<file path="config.mk">
export PLATFORM = sky130hd
export DESIGN_NAME = temperature_step_profile_controller
export DESIGN_NICKNAME = d
export VERILOG_FILES = /design/src/rtl/tspc_pkg.sv /design/src/rtl/temperature_step_profile_controller.sv
export SDC_FILE = /design/constraint.sdc
export NUM_CORES = 1
export LEC_CHECK = 0
export ABC_AREA = 0
export ABC_CLOCK_PERIOD_IN_PS = 5100
export BUFFER_PORTS_ARGS = -buffer_cell sky130_fd_sc_hd__buf_2
export CAP_MARGIN = 15
export CORE_ASPECT_RATIO = 1.75
export CORE_MARGIN = 10
export CORE_UTILIZATION = 55
export CTS_CLUSTER_DIAMETER = 30
export DETAILED_ROUTE_END_ITERATION = 10
export PLACE_DENSITY = 0.78
export SLEW_MARGIN = 20
export SYNTH_ARGS = -nofsm -noshare
export SYNTH_HDL_FRONTEND = slang
export SYNTH_SLANG_ARGS = --single-unit
</file>
<file path="constraint.sdc">
create_clock -name clk -period 5.1 [get_ports clk]
set_input_delay 0.765 -clock clk [delete_from_list [all_inputs] [get_ports clk]]
set_output_delay 0.765 -clock clk [all_outputs]
set_load 0.1 [all_outputs]
</file>
<file path="src/rtl/tspc_pkg.sv">
package tspc_pkg;

    // Step table geometry
    localparam int MAX_STEPS   = 4;
    localparam int STEP_REGS   = 4;
    localparam int STEP_SEL_W  = (MAX_STEPS > 1) ? $clog2(MAX_STEPS) : 1;
    localparam int STEP_IDX_W  = 3;

    // Field widths
    localparam int TEMP_W      = 13;
    localparam int TIME_W      = 32;
    localparam int WORD_W      = TEMP_W + TIME_W;
    localparam int FUNC_W      = 2;
    localparam int PHASE_W     = 3;
    localparam int CFG_IDX_W   = 3;

    // Stream word layout
    localparam int IN_DATA_W   = 48;
    localparam int OUT_DATA_W  = 16;
    localparam int OUT_USED_W  = 3 + STEP_IDX_W + PHASE_W;

    // Holding band width in 1/16 degree
    localparam logic signed [TEMP_W:0] HYST = 14'sd16;

    // Configuration register indexes
    localparam logic [CFG_IDX_W-1:0] REG_STEP_COUNT = 3'd0;
    localparam logic [CFG_IDX_W-1:0] REG_STEP_WORD0 = 3'd1;

    typedef enum logic [FUNC_W-1:0] {
        FN_SAMPLE = 2'd0,
        FN_START  = 2'd1,
        FN_STOP   = 2'd2,
        FN_NONE   = 2'd3
    } func_t;

    typedef enum logic [PHASE_W-1:0] {
        PH_OFF       = 3'd0,
        PH_STARTING  = 3'd1,
        PH_STOPPING  = 3'd2,
        PH_PREPARING = 3'd3,
        PH_HOLDING   = 3'd4
    } phase_t;

endpackage

</file>
<file path="src/rtl/temperature_step_profile_controller.sv">
// Temperature step profile controller. Runs a list of up to four programmed
// steps (target temperature, hold time in ms) and drives a heater flag. Each
// input word is a sample tick, a start, a stop or a no-op (tuser); a
// sample carries the measured temperature in signed 1/16 degree and a wrapping
// millisecond timestamp. Every accepted word yields exactly one status word:
// heater drive, running, step valid, current step and phase, as they stand
// after that word. A start is honored only while off; the next sample selects
// step 0. While preparing, the heater runs until the sample reaches the
// target, then the hold timer starts from that sample's timestamp. While
// holding, the heater follows a one-degree band below the target; once the
// elapsed time (modulo 2^32) exceeds the hold time the block advances, or
// stops after the last step. A stop turns the heater off at once and the
// next sample turns the block off. Throughput is one word per clock while the
// output is not stalled: the whole decision is combinational logic ahead of
// the status register, so tvalid on the output rises in the cycle after acceptance,
// and s_axis_tready stays high as long as the output register is empty or
// being drained. Write configuration only while the block is idle.
module temperature_step_profile_controller
(
    input  logic                                 clk,
    input  logic                                 rst_n,
    // Step program writes
    input  logic                                 cfg_valid,
    output logic                                 cfg_ready,
    input  logic [tspc_pkg::CFG_IDX_W-1:0]       cfg_index,
    input  logic [tspc_pkg::WORD_W-1:0]          cfg_data,
    // Input words
    input  logic                                 s_axis_tvalid,
    output logic                                 s_axis_tready,
    input  logic [tspc_pkg::IN_DATA_W-1:0]       s_axis_tdata,  // sample_temp, timestamp_ms
    input  logic [tspc_pkg::FUNC_W-1:0]          s_axis_tuser,  // func
    // Status words
    output logic                                 m_axis_tvalid,
    input  logic                                 m_axis_tready,
    output logic [tspc_pkg::OUT_DATA_W-1:0]      m_axis_tdata   // heater_on, running,
                                                                // step_valid, current_step,
                                                                // phase
);
    import tspc_pkg::*;

    // Program registers
    logic [STEP_IDX_W-1:0]  step_count_reg;
    logic [WORD_W-1:0]      step_word_reg [MAX_STEPS];

    // Controller state
    phase_t                 phase_reg, phase_next;
    logic [STEP_IDX_W-1:0]  step_index_reg, step_index_next;
    logic                   index_valid_reg, index_valid_next;
    logic [TIME_W-1:0]      hold_start_reg, hold_start_next;
    logic                   heater_reg, heater_next;

    // Output register
    logic                   m_valid_reg;
    logic [OUT_DATA_W-1:0]  m_data_reg;

    logic                   s_fire;
    logic                   cfg_fire;
    func_t                  func;
    logic signed [TEMP_W-1:0] sample_temp;
    logic [TIME_W-1:0]      timestamp_ms;

    logic [STEP_IDX_W-1:0]  active_count;
    logic [WORD_W-1:0]      cur_word;
    logic signed [TEMP_W-1:0] target;
    logic [TIME_W-1:0]      hold_ms;
    logic [TIME_W-1:0]      elapsed;
    logic signed [TEMP_W:0] band_low;
    logic signed [TEMP_W:0] temp_ext;
    logic [STEP_IDX_W-1:0]  step_inc;
    logic [STEP_IDX_W-1:0]  cur_step_out;

    assign cfg_ready     = 1'b1;
    assign cfg_fire      = cfg_valid && cfg_ready;
    assign s_axis_tready = !m_valid_reg || m_axis_tready;
    assign s_fire        = s_axis_tvalid && s_axis_tready;

    assign func          = func_t'(s_axis_tuser);
    assign sample_temp   = s_axis_tdata[TEMP_W-1:0];
    assign timestamp_ms  = s_axis_tdata[TEMP_W +: TIME_W];

    // Count in use is capped at the table depth
    assign active_count  = (step_count_reg > STEP_IDX_W'(MAX_STEPS))
                         ? STEP_IDX_W'(MAX_STEPS) : step_count_reg;

    assign cur_word      = step_word_reg[step_index_reg[STEP_SEL_W-1:0]];
    assign target        = cur_word[TIME_W +: TEMP_W];
    assign hold_ms       = cur_word[TIME_W-1:0];
    assign elapsed       = timestamp_ms - hold_start_reg;
    assign temp_ext      = {sample_temp[TEMP_W-1], sample_temp};
    assign band_low      = {target[TEMP_W-1], target} - HYST;
    assign step_inc      = step_index_reg + 1'b1;

    // Program writes; word registers beyond the table depth drop
    always_ff @(posedge clk or negedge rst_n)
    begin
        if (!rst_n)
        begin
            step_count_reg <= '0;
            for (int k = 0; k < MAX_STEPS; k++)
            begin
                step_word_reg[k] <= '0;
            end
        end
        else if (cfg_fire)
        begin
            if (cfg_index == REG_STEP_COUNT)
            begin
                step_count_reg <= cfg_data[STEP_IDX_W-1:0];
            end
            for (int k = 0; k < MAX_STEPS; k++)
            begin
                if (k < STEP_REGS && cfg_index == REG_STEP_WORD0 + CFG_IDX_W'(k))
                begin
                    step_word_reg[k] <= cfg_data;
                end
            end
        end
    end

    // Next state for one input word
    always_comb
    begin
        phase_next       = phase_reg;
        step_index_next  = step_index_reg;
        index_valid_next = index_valid_reg;
        hold_start_next  = hold_start_reg;
        heater_next      = heater_reg;

        case (func)
            FN_START:
            begin
                if (phase_reg == PH_OFF)
                begin
                    phase_next = PH_STARTING;
                end
            end
            FN_STOP:
            begin
                phase_next  = PH_STOPPING;
                heater_next = 1'b0;
            end
            FN_SAMPLE:
            begin
                case (phase_reg)
                    PH_STARTING:
                    begin
                        step_index_next  = '0;
                        index_valid_next = 1'b1;
                        phase_next = (active_count == '0) ? PH_STOPPING : PH_PREPARING;
                    end
                    PH_STOPPING:
                    begin
                        phase_next       = PH_OFF;
                        step_index_next  = '0;
                        index_valid_next = 1'b0;
                        heater_next      = 1'b0;
                    end
                    PH_PREPARING, PH_HOLDING:
                    begin
                        if (step_index_reg >= active_count)
                        begin
                            // Count was cut below the running step
                            phase_next  = PH_STOPPING;
                            heater_next = 1'b0;
                        end
                        else if (phase_reg == PH_PREPARING)
                        begin
                            if (sample_temp >= target)
                            begin
                                phase_next      = PH_HOLDING;
                                hold_start_next = timestamp_ms;
                                heater_next     = 1'b0;
                            end
                            else
                            begin
                                heater_next = 1'b1;
                            end
                        end
                        else if (elapsed > hold_ms)
                        begin
                            // Advance; heater left as is on this sample
                            step_index_next = step_inc;
                            phase_next = (step_inc < active_count) ? PH_PREPARING
                                                                   : PH_STOPPING;
                        end
                        else if (temp_ext <= band_low)
                        begin
                            heater_next = 1'b1;
                        end
                        else if (sample_temp >= target)
                        begin
                            heater_next = 1'b0;
                        end
                    end
                    default:
                    begin
                        phase_next = phase_reg;
                    end
                endcase
            end
            default:
            begin
                phase_next = phase_reg;
            end
        endcase
    end

    always_ff @(posedge clk or negedge rst_n)
    begin
        if (!rst_n)
        begin
            phase_reg       <= PH_OFF;
            step_index_reg  <= '0;
            index_valid_reg <= 1'b0;
            hold_start_reg  <= '0;
            heater_reg      <= 1'b0;
        end
        else if (s_fire)
        begin
            phase_reg       <= phase_next;
            step_index_reg  <= step_index_next;
            index_valid_reg <= index_valid_next;
            hold_start_reg  <= hold_start_next;
            heater_reg      <= heater_next;
        end
    end

    // Status word register: load on accept, drop once taken
    assign cur_step_out = index_valid_next ? step_index_next : '0;

    always_ff @(posedge clk or negedge rst_n)
    begin
        if (!rst_n)
        begin
            m_valid_reg <= 1'b0;
        end
        else if (s_fire)
        begin
            m_valid_reg <= 1'b1;
        end
        else if (m_axis_tready)
        begin
            m_valid_reg <= 1'b0;
        end
    end

    always_ff @(posedge clk)
    begin
        if (s_fire)
        begin
            m_data_reg <= {{(OUT_DATA_W - OUT_USED_W){1'b0}},
                           phase_next,
                           cur_step_out,
                           index_valid_next,
                           (phase_next != PH_OFF),
                           heater_next};
        end
    end

    assign m_axis_tvalid = m_valid_reg;
    assign m_axis_tdata  = m_data_reg;

    // Checks
    a_stop_forces_off_heater: assert property (@(posedge clk) disable iff (!rst_n)
        s_fire && func == FN_STOP |=> phase_reg == PH_STOPPING && !heater_reg)
        else $error("stop did not force stopping with heater off");

    a_off_is_quiet: assert property (@(posedge clk) disable iff (!rst_n)
        phase_reg == PH_OFF |-> !heater_reg && !index_valid_reg)
        else $error("heater or step index live while off");

    a_state_holds_when_idle: assert property (@(posedge clk) disable iff (!rst_n)
        !s_fire |=> $stable(phase_reg) && $stable(heater_reg) && $stable(step_index_reg))
        else $error("controller state moved without an accepted word");

    a_step_field_clear: assert property (@(posedge clk) disable iff (!rst_n)
        m_valid_reg && !m_data_reg[2] |-> m_data_reg[5:3] == '0)
        else $error("current step reported without valid index");

    a_accept_loads_output: assert property (@(posedge clk) disable iff (!rst_n)
        s_fire |=> m_valid_reg)
        else $error("accepted word produced no status word");

endmodule
</file>
* After elaboration in Yosys (flattened, before gate mapping) *
Index checks and enable logic that the tools add are counted.

storage, ports and cells
  register bits = 233
  input bits = 103
  output and inout port bits = 19
  word-level logic and storage cells = 82

cells by class
  add/sub/neg operators = 3
  order comparisons = 7
  eq/ne operators = 10
  mux-type cells = 30
  bitwise logic cells = 2
  reduce and logical (&&, ||, !) cells = 17

operators with widths
  operator                                                               number
  45-bit binary-select mux with 2-bit select                             1
  45-bit two-way mux                                                     2
  32-bit > comparator                                                    1
  32-bit subtractor                                                      1
  3-bit two-way mux                                                      10
  3-bit case mux with 3 select lines                                     2
  13-bit by 14-bit less-or-equal comparator with 1-bit output            1
  13-bit by 6-bit subtractor with 14-bit output (second input constant)  1
  13-bit greater-or-equal comparator                                     1
  3-bit by 2-bit == test with 1-bit output (second input constant)       4
  1-bit two-way mux                                                      11
  2-bit AND reduction                                                    5
  3-bit logical NOT                                                      3
  3-bit by 1-bit == test with 1-bit output (second input constant)       2
  3-bit == test (second input constant)                                  2
  1-bit case mux with 2 select lines                                     3
  3-bit case mux with 2 select lines                                     1
  6-bit AND reduction                                                    1
  2-bit OR reduction                                                     2
  3-bit by 1-bit adder with 3-bit output (second input constant)         1
  3-bit greater-or-equal comparator                                      1
  3-bit greater-or-equal comparator (second input constant)              1
  3-bit > comparator (second input constant)                             1
  3-bit less-than comparator                                             1
  10 further kinds                                                       10

* Depth between registers and ports, before layout *
Gate-level depths: netlist (run 1).

  depth after elaboration = 12
  gate-level depth with buffers = 24
  mapped depth without buffers = 23

* Least setup slack after synthesis (run 1) *
OpenSTA, ideal clock, no wires.

  path kind = in2reg
  start = in s_axis_tdata[13] (netlist name)
  end = reg m_data_reg[3], in the netlist m_axis_tdata[3] (data pin)
  setup time = 0.256 ns
  arrival = 4.990 ns
  setup slack = -0.146 ns
  stages on the path = 23
  buffers on the path = 1
  path through = inv_1 ha_1 inv_1 fa_1 a211oi_2 o21bai_1 a21oi_2 nor3_1 o31ai_1 nor2b_1 o21a_1 o41a_1 xor2_1 ha_1 and4_1 nand2_1 or3_1 a31o_2 a31oi_4 and2_0 buf_2 o21ai_0 a22o_1

on the way
  word-level cells in the longest chain between the ends = 7

RTL lines
  element                             line                                        source
  from (decl)                         temperature_step_profile_controller.sv:30   input logic [tspc_pkg::IN_DATA_W-1:0] s_axis_tdata,
  32-bit subtractor                   temperature_step_profile_controller.sv:88   assign elapsed = timestamp_ms - hold_start_reg;
  32-bit > comparator                 temperature_step_profile_controller.sv:179  else if (elapsed > hold_ms)
  3-bit two-way mux                   temperature_step_profile_controller.sv:179
  3-bit two-way mux                   temperature_step_profile_controller.sv:166  else if (phase_reg == PH_PREPARING)
  3-bit two-way mux                   temperature_step_profile_controller.sv:160  if (step_index_reg >= active_count)
  3-bit case mux with 2 select lines  temperature_step_profile_controller.sv:144  case (phase_reg)
  3-bit two-way mux                   temperature_step_profile_controller.sv:129  case (func)
  to (signal assigned)                temperature_step_profile_controller.sv:251  m_data_reg <= {{(OUT_DATA_W - OUT_USED_W){1'b0}},
  to (decl)                           temperature_step_profile_controller.sv:54   logic [OUT_DATA_W-1:0] m_data_reg;

No other way between the ends.
A chain may end at the register's enable or synchronous reset.

* Worst setup path after layout (run 1) *
  start = reg hold_start_reg[0]
  end = reg m_data_reg[3], in the netlist m_axis_tdata[3] (data pin)

on the way
  word-level cells in the longest chain between the ends = 7

RTL lines
  element                             line                                        source
  from (decl)                         temperature_step_profile_controller.sv:49   logic [TIME_W-1:0] hold_start_reg, hold_start_next;
  from (signal assigned)              temperature_step_profile_controller.sv:223  hold_start_reg <= hold_start_next;
  32-bit subtractor                   temperature_step_profile_controller.sv:88
  32-bit > comparator                 temperature_step_profile_controller.sv:179
  3-bit two-way mux                   temperature_step_profile_controller.sv:179
  3-bit two-way mux                   temperature_step_profile_controller.sv:166
  3-bit two-way mux                   temperature_step_profile_controller.sv:160
  3-bit case mux with 2 select lines  temperature_step_profile_controller.sv:144
  3-bit two-way mux                   temperature_step_profile_controller.sv:129

No other way between the ends.

==> impl_metrics.py, run 1 <==
metrics = {
    "routing": {
        "drt_wl_total_mm": 32.2,
        "drt_pass1_iterations": 4,
        "vias": 9404,
        "drcViolationCount": 0,
        "detail_route.vias_per_cell": 5.82,
        "met2_length_mm": 17.3,
        "antenna_left": 0,
        "met3_length_mm": 1.55,
        "wl_met1_mm": 12.1,
        "dr.max_layer_used": "met5",
        "avgRoutedWirePerCell_um": 20.0,
        "drtIter0Drc": 396,
    },
    "floorplan": {
        "die_area_sq_um": 31200,
        "ios": 122,
        "floorplan.initialDensity": 0.558,
        "num_rows": 75,
        "die_h_um": 226,
        "core_area_sq_um": 24000,
        "die_w_um": 138,
    },
    "finish": {
        "final_common_cell": "dfrtp_1",
        "final_area_sq_um": 16100,
        "syn2layout_area_growth_pct": 20.0,
        "fin_nets": 1476,
        "final_cells": 1616,
        "multi_input_area_sq_um": 7150,
        "fill_cells": 1821,
        "largest_register_ffs": 180,
        "drive_gt1_frac": 0.413,
        "seqCellArea_sq_um": 5880,
        "mostFrequentLayoutCells": "dfrtp_1 (222), mux2_2 (214), buf_2 (109)",
    },
    "power_and_ir_drop": {
        "ir_worst_vdd_mv": 0.312,
        "finalPower_w": 0.00803,
        "p_sw_w": 0.00283,
        "switching_share": 0.353,
        "power.density_nw_per_um2": 500,
        "p_leak_nw": 7.22,
        "p_comb_frac": 0.380,
        "internal-power_w": 0.00520,
        "sequentialPowerShare": 0.316,
        "power.share.clock": 0.304,
    },
    "grt": {
        "grt_max_degree": 114,
        "grt_pass1_vias": 10300,
        "track_usage": 0.207,
        "grt_pass1_wl_mm": 51.3,
        "grt_antenna_before_repair": 6,
        "grt-ovfl-total": 0,
    },
    "synthesis": {
        "ys_seq_area_frac": 0.439,
        "ys_warn_count": 0,
        "synth_area_sq_um": 13400,
        "synth_cell_types": 65,
        "synth_edf_count": 9,
        "synthCells": 1108,
        "synth_flop_cell": "dfrtp_1",
        "async_flop_share": 0.961,
        "synth_area_per_cell_sq_um": 12.1,
        "ys_seq_elements": 233,
    },
    "clock_tree": {
        "hold_buffers": 0,
        "cts_tree": "done",
        "htreeDepth": 2,
        "cts-root-buf": "clkbuf_16",
        "clockBufferDepth": 3,
        "cts_inserted_buffers": 36,
        "cts_sinks": 233,
        "clkTransAtPathRegs_ps": 50,
        "clk_latency_ps": 530,
    },
    "place": {
        "port_buffers": 110,
        "placed_cells": 1545,
        "hpwl_mm": 22.6,
        "gp_congestion": 0.906,
        "place_area_sq_um": 14700,
    },
    "critical_path": {
        "critPathArrivalTime_ps": 5280,
        "path_class": "reg -> reg",
        "end_kind": "register",
        "cp-start-kind": "register",
        "cp_data_required_time_ps": 5380,
        "worst-path-max-fanout": 7,
    },
    "timing": {
        "timing.final.crit_share": 0.981,
        "skew_ps": 18.3,
        "slew_headroom": 0.395,
        "grt_setup_unrepaired": "yes",
        "min_period_ps": 5000,
        "hold_viol_final": 0,
        "maxSlewViolCount": 0,
        "max_freq_mhz": 200,
        "setup_violations": 0,
        "tightest_slew_ps": 906,
    },
    "flow_run": {
        "cap_violations": 0,
    },
    "hold_path": {
        "hold_class": "in -> async",
    },
    "status": {
        "status": "completed",
    },
}
-- metal layers --
layer  vias to the layer above  track usage
li1                       4360            -
met1                      4721        0.224
met2                       226        0.374
met3                        89       0.0410
met4                         8       0.0956
met5                         -            0
-- logic make-up after synthesis --
family,Yosys count,synth area share
compound gates,164,0.0828
xor+xnor,38,0.0248
fa+ha+maj,95,0.0893
buf+inv,144,0.0432
flops,233,0.439
mux,260,0.256
other cells,2,0.000561
simple gates,172,0.0644
-- layout make-up --
class                           instances  area share
Antenna cell                            2    0.000311
Clock buffer                           38      0.0565
Clock inverter                         28      0.0195
Inverter                               99      0.0231
Multi-Input combinational cell        737       0.445
Sequential cell                       233       0.366
Tap cell                              308      0.0240
Timing Repair Buffer                  171      0.0659
-- per-stage QoR --
| stage | worst slack, ps | TNS, ps | util | hold WS [ps] |
|---|---|---|---|---|
| 2_1_floorplan | 10.4 | 0 | - | 469 |
| 3_3_place_gp | -420 | -4520 | 0.613 | 481 |
| 3_5_place_dp | -545 | -5910 | 0.613 | 489 |
| 4_1_cts | -4.66 | -4.66 | 0.664 | 342 |
| 5_1_grt | -154 | -904 | 0.669 | 346 |
| 6_report | 96.6 | 0 | 0.669 | 306 |
-- synth_stat cells (3+ instances only) --
cell type / count / area (sq um)
o211ai_1: 3 / 22.5
nand2_1: 44 / 165
inv_1: 99 / 372
o21a_1: 11 / 82.6
nor2b_1: 9 / 56.3
nor2_1: 38 / 143
and4_1: 5 / 43.8
nand3_1: 18 / 90.1
nand4_1: 12 / 75.1
nor4_1: 3 / 18.8
o31ai_1: 3 / 22.5
dfrtp_1: 224 / 5610
ha_1: 94 / 1180
clkbuf_1: 25 / 93.8
a21oi_1: 42 / 210
buf_4: 8 / 60.1
mux4_2: 45 / 1010
buf_1: 5 / 18.8
buf_2: 7 / 35.0
a21o_1: 22 / 165
nand2b_1: 7 / 43.8
and3_1: 4 / 25.0
a2111oi_2: 3 / 45.0
mux2_2: 214 / 2410
or2_2: 6 / 37.5
xnor2_1: 29 / 254
xor2_1: 9 / 78.8
a31oi_1: 9 / 56.3
o21bai_1: 8 / 60.1
nor3_1: 13 / 65.1
o21ai_0: 32 / 160
or3_1: 4 / 25.0
edfxtp_1: 9 / 270
-- power by group through the flow --
| stage | Clock (W) | Combinational (W) | Sequential, W |
|---|---|---|---|
| 2_1_floorplan | 0 | 0.00211 | 0.00254 |
| 3_3_place_gp | 0 | 0.00286 | 0.00253 |
| 3_5_place_dp | 0 | 0.00295 | 0.00256 |
| 4_1_cts | 0.00248 | 0.00298 | 0.00254 |
| 5_1_grt | 0.00255 | 0.00339 | 0.00259 |
| 6_report | 0.00244 | 0.00305 | 0.00254 |
-- timing repair --
action	4_1_cts	5_1_grt
endpoints found under the setup margin	1	13
resized for setup	1	21
buffers inserted	0	3
pin swaps	0	16
-- final timing paths --
check	startpoint	depth (start not counted)	end	slack (ps)
max	hold_start_reg[0]	21	m_axis_tdata[3]	100
min	rst_n	1	step_word_reg[179]	310
max reg2reg	hold_start_reg[0]	21	m_axis_tdata[3]	100
min reg2reg	step_word_reg[70]	1	step_word_reg[70]	500
max in group asynchronous	rst_n	2	step_word_reg[114]	3710
min in group clk	s_axis_tvalid	2	m_axis_tvalid	440
-- critical path, stage by stage, from the launching register on --
cell	delay [ps]
dfrtp_1	390
ha_4	160
inv_2	40
fa_2	390
a211oi_2	250
o21bai_2	130
a21oi_2	220
nor3_2	90
o31ai_2	270
nor2b_1	80
o21a_1	200
o41a_1	370
xor2_1	150
ha_1	290
and4_1	180
nand2_2	60
or3_4	400
a31o_4	230
a31oi_4	310
and2_4	270
o21ai_2	80
a22o_1	200
Note: power is estimated with default switching activity, not from simulation.
==> run 2, diff against run 1 <==
--- a/config.mk
+++ b/config.mk
@@ -5,7 +5,7 @@
 export SDC_FILE = /design/constraint.sdc
 export NUM_CORES = 1
 export LEC_CHECK = 0
-export ABC_AREA = 0
+export ABC_AREA = 1
 export ABC_CLOCK_PERIOD_IN_PS = 5100
 export BUFFER_PORTS_ARGS = -buffer_cell sky130_fd_sc_hd__buf_2
 export CAP_MARGIN = 15
==> run 2 against run 1 <==
  * Register-to-register slack gained 650 ps
  * Total power decreased by 7.7%
  * Core utilization decreased by 3.2 points
  * Synthesized area is 0.61% lower
  * Via count increased by 23%
  * Non-clock buffer count is 46 lower
  * Sequential power is 6% lower
  * Clock skew about the same
  * Hold slack improved by 13 ps
  * Die area is 0.54% lower
  * Routed wire length grew 2.4%
  * Critical path type is now in -> reg
  * Critical endpoint is now m_axis_tdata[1]
  * Largest power group unchanged
==> impl_metrics.py, run 2 <==
metrics = {
    "status": {
        "status": "completed",
    },
    "clock_tree": {
        "cts_inserted_buffers": 34,
        "clkTransAtPathRegs_ps": 60,
        "cts_sinks": 233,
        "clk_latency_ps": 520,
        "clockBufferDepth": 3,
        "cts_resized": 0,
        "hold_buffers": 0,
        "cts-root-buf": "clkbuf_16",
        "cts_tree": "done",
        "htreeDepth": 2,
        "post-cts-setup-buffers": 0,
    },
    "synthesis": {
        "synth_area_leader_cell": "dfrtp_1",
        "ys_seq_area_frac": 0.441,
        "synth_flop_cell": "dfrtp_1",
        "synthTopCellsByCount": "nand2_1 (480), dfrtp_1 (224), o21ai_0 (215)",
        "synth_top_area_frac": 0.421,
        "ys_seq_elements": 233,
        "synthCells": 1657,
        "ys_warn_count": 0,
        "async_flop_share": 0.961,
        "synth_edf_count": 9,
        "synth.most_common_cell": "nand2_1",
        "synth_cell_types": 52,
        "synth_area_sq_um": 13300,
        "netlist_top_cells_area": "dfrtp_1 (42%), nand2_1 (14%), ha_1 (8.8%), o21ai_0 (8.1%), a21oi_1 (4.9%)",
        "synth_area_per_cell_sq_um": 8.04,
    },
    "power_and_ir_drop": {
        "ir_worst_vdd_mv": 0.313,
        "power.density_nw_per_um2": 486,
        "p_leak_nw": 7.84,
    },
    "critical_path": {
        "cp_data_required_time_ps": 5360,
        "rr_worst_depth": 30,
        "reg2reg_from": "hold_start_reg[0]",
        "cp_common_cell": "nand2_1",
        "cp-start-kind": "input port",
        "cpMaxStageDelayCell": "fa_1",
        "end_kind": "register",
        "path_class": "in -> reg",
        "critPathArrivalTime_ps": 4660,
        "cpPeakStageDelay_ps": 390,
        "worst-path-max-fanout": 5,
        "r2r_end": "m_axis_tdata[1]",
        "reg2reg_slack_ps": 750,
    },
    "timing": {
        "setup-tns-final_ps": 0,
        "finalWorstSetupSlack_ps": 700,
        "max_freq_mhz": 227,
        "maxSlewViolCount": 0,
        "timing.final.crit_share": 0.863,
        "skew_ps": 17.9,
        "hold_viol_final": 0,
        "tightest_slew_ps": 1020,
        "slew_headroom": 0.321,
        "grt_setup_unrepaired": "no",
        "min_period_ps": 4400,
        "setup_violations": 0,
    },
    "finish": {
        "drive_gt1_frac": 0.118,
        "mostFrequentLayoutCells": "nand2_1 (480), dfrtp_1 (223), o21ai_0 (215)",
        "fill_cells": 2086,
        "final_common_cell": "nand2_1",
        "largest_register_ffs": 180,
        "final_cells": 2078,
        "fin_nets": 1942,
        "syn2layout_area_growth_pct": 14.4,
        "multi_input_area_sq_um": 6580,
        "diodes": 0,
        "seqCellArea_sq_um": 5880,
        "final_util": 0.637,
    },
    "floorplan": {
        "die_w_um": 138,
        "num_rows": 75,
        "die_area_sq_um": 31100,
        "floorplan.initialDensity": 0.556,
        "die_h_um": 226,
        "core_area_sq_um": 23900,
        "ios": 122,
    },
    "grt": {
        "track_usage": 0.215,
        "grt-ovfl-total": 0,
        "grt_pass1_vias": 11800,
        "grt_antenna_before_repair": 0,
        "grt_max_degree": 131,
        "grt_pass1_wl_mm": 54.8,
    },
    "place": {
        "placed_cells": 2016,
        "gp_congestion": 0.898,
        "place_ws_ps": 255,
        "hpwl_mm": 22.6,
        "port_buffers": 110,
    },
    "routing": {
        "vias": 11500,
        "drtIter0Drc": 755,
        "antenna_left": 0,
        "drt_wl_total_mm": 33.0,
        "avgRoutedWirePerCell_um": 15.9,
        "drcViolationCount": 0,
        "drt_pass1_iterations": 5,
        "detail_route.vias_per_cell": 5.55,
    },
    "hold_path": {
        "hold_class": "in -> async",
    },
    "flow_run": {
        "cap_violations": 0,
    },
}
-- run 2: changes by cell type after synthesis, sizes merged, moves of 21 or more --
cell | previous run | this run
clkbuf | 25 | 46
inv | 99 | 144
mux4 | 45 | 0
a32o | 0 | 42
a21oi | 43 | 134
nand2 | 44 | 482
nor2 | 38 | 96
mux2 | 214 | 1
o21ai | 34 | 224
-- run 2: per-layer routing --
layer / global-route usage / wire length [um] / up-vias
met5: 0 / 0 / -
met4: 0.104 / 1370 / 0
met3: 0.0378 / 1720 / 92
met2: 0.375 / 16900 / 299
met1: 0.246 / 13000 / 5464
li1: - / - / 5675
-- run 2: logic make-up (layout without fill, tap and decap cells) --
kind of cell             after synthesis  in the layout  share of synthesized area
AO/OA/AOI/OAI                        433            433                      0.188
XOR/XNOR                              38             38                     0.0250
adder cells (fa/ha/maj)               95             95                     0.0898
buffers and inverters                224            331                     0.0672
flip-flops                           233            233                      0.441
multiplexers                           1              1                   0.000846
other                                  2              8                   0.000564
AND/OR/NAND/NOR                      631            631                      0.187
-- run 2: area by class of cell --
class	count	share of cell area
multi-input combinational	1206	0.432
clock inverter	19	0.0149
clock buffer	43	0.0629
inverter	144	0.0355
sequential	233	0.386
tap	308	0.0253
timing repair buffer	125	0.0442
-- run 2: how the worst max path moves through the flow --
| stage | depth (start not counted) | startpoint | end | slack [ps] |
|---|---|---|---|---|
| detailed placement | 32 | s_axis_tdata[13] | m_axis_tdata[1] | 250 |
| floorplan | 29 | s_axis_tdata[13] | m_axis_tdata[5] | 1070 |
| global route | 30 | s_axis_tdata[13] | m_axis_tdata[5] | 440 |
| CTS | 30 | s_axis_tdata[13] | m_axis_tdata[1] | 770 |
| global placement | 30 | s_axis_tdata[13] | m_axis_tdata[1] | 300 |
| finish | 32 | s_axis_tdata[13] | m_axis_tdata[1] | 700 |
-- run 2: through the flow --
stage	instance area (sq um)	power (W)	hold slack, ps
floorplan	13300	0.00433	448
global placement	14100	0.00486	462
detailed placement	14100	0.00498	470
CTS	15200	0.00745	406
global route	15200	0.00793	418
finish	15200	0.00741	318
-- run 2: worst max-delay path, delay by kind of cell --
kind,cells,cell delay (ps)
buffers and inverters,4,280
AO/OA/AOI/OAI,3,420
adder cells (fa/ha/maj),3,840
XOR/XNOR,1,170
AND/OR/NAND/NOR,21,2180
-- run 2: power by group --
group / total [W] / internal, W / switching (W)
Combinational: 0.00261 / 0.000950 / 0.00166
Sequential: 0.00238 / 0.00220 / 0.000187
Clock: 0.00242 / 0.00155 / 0.000870
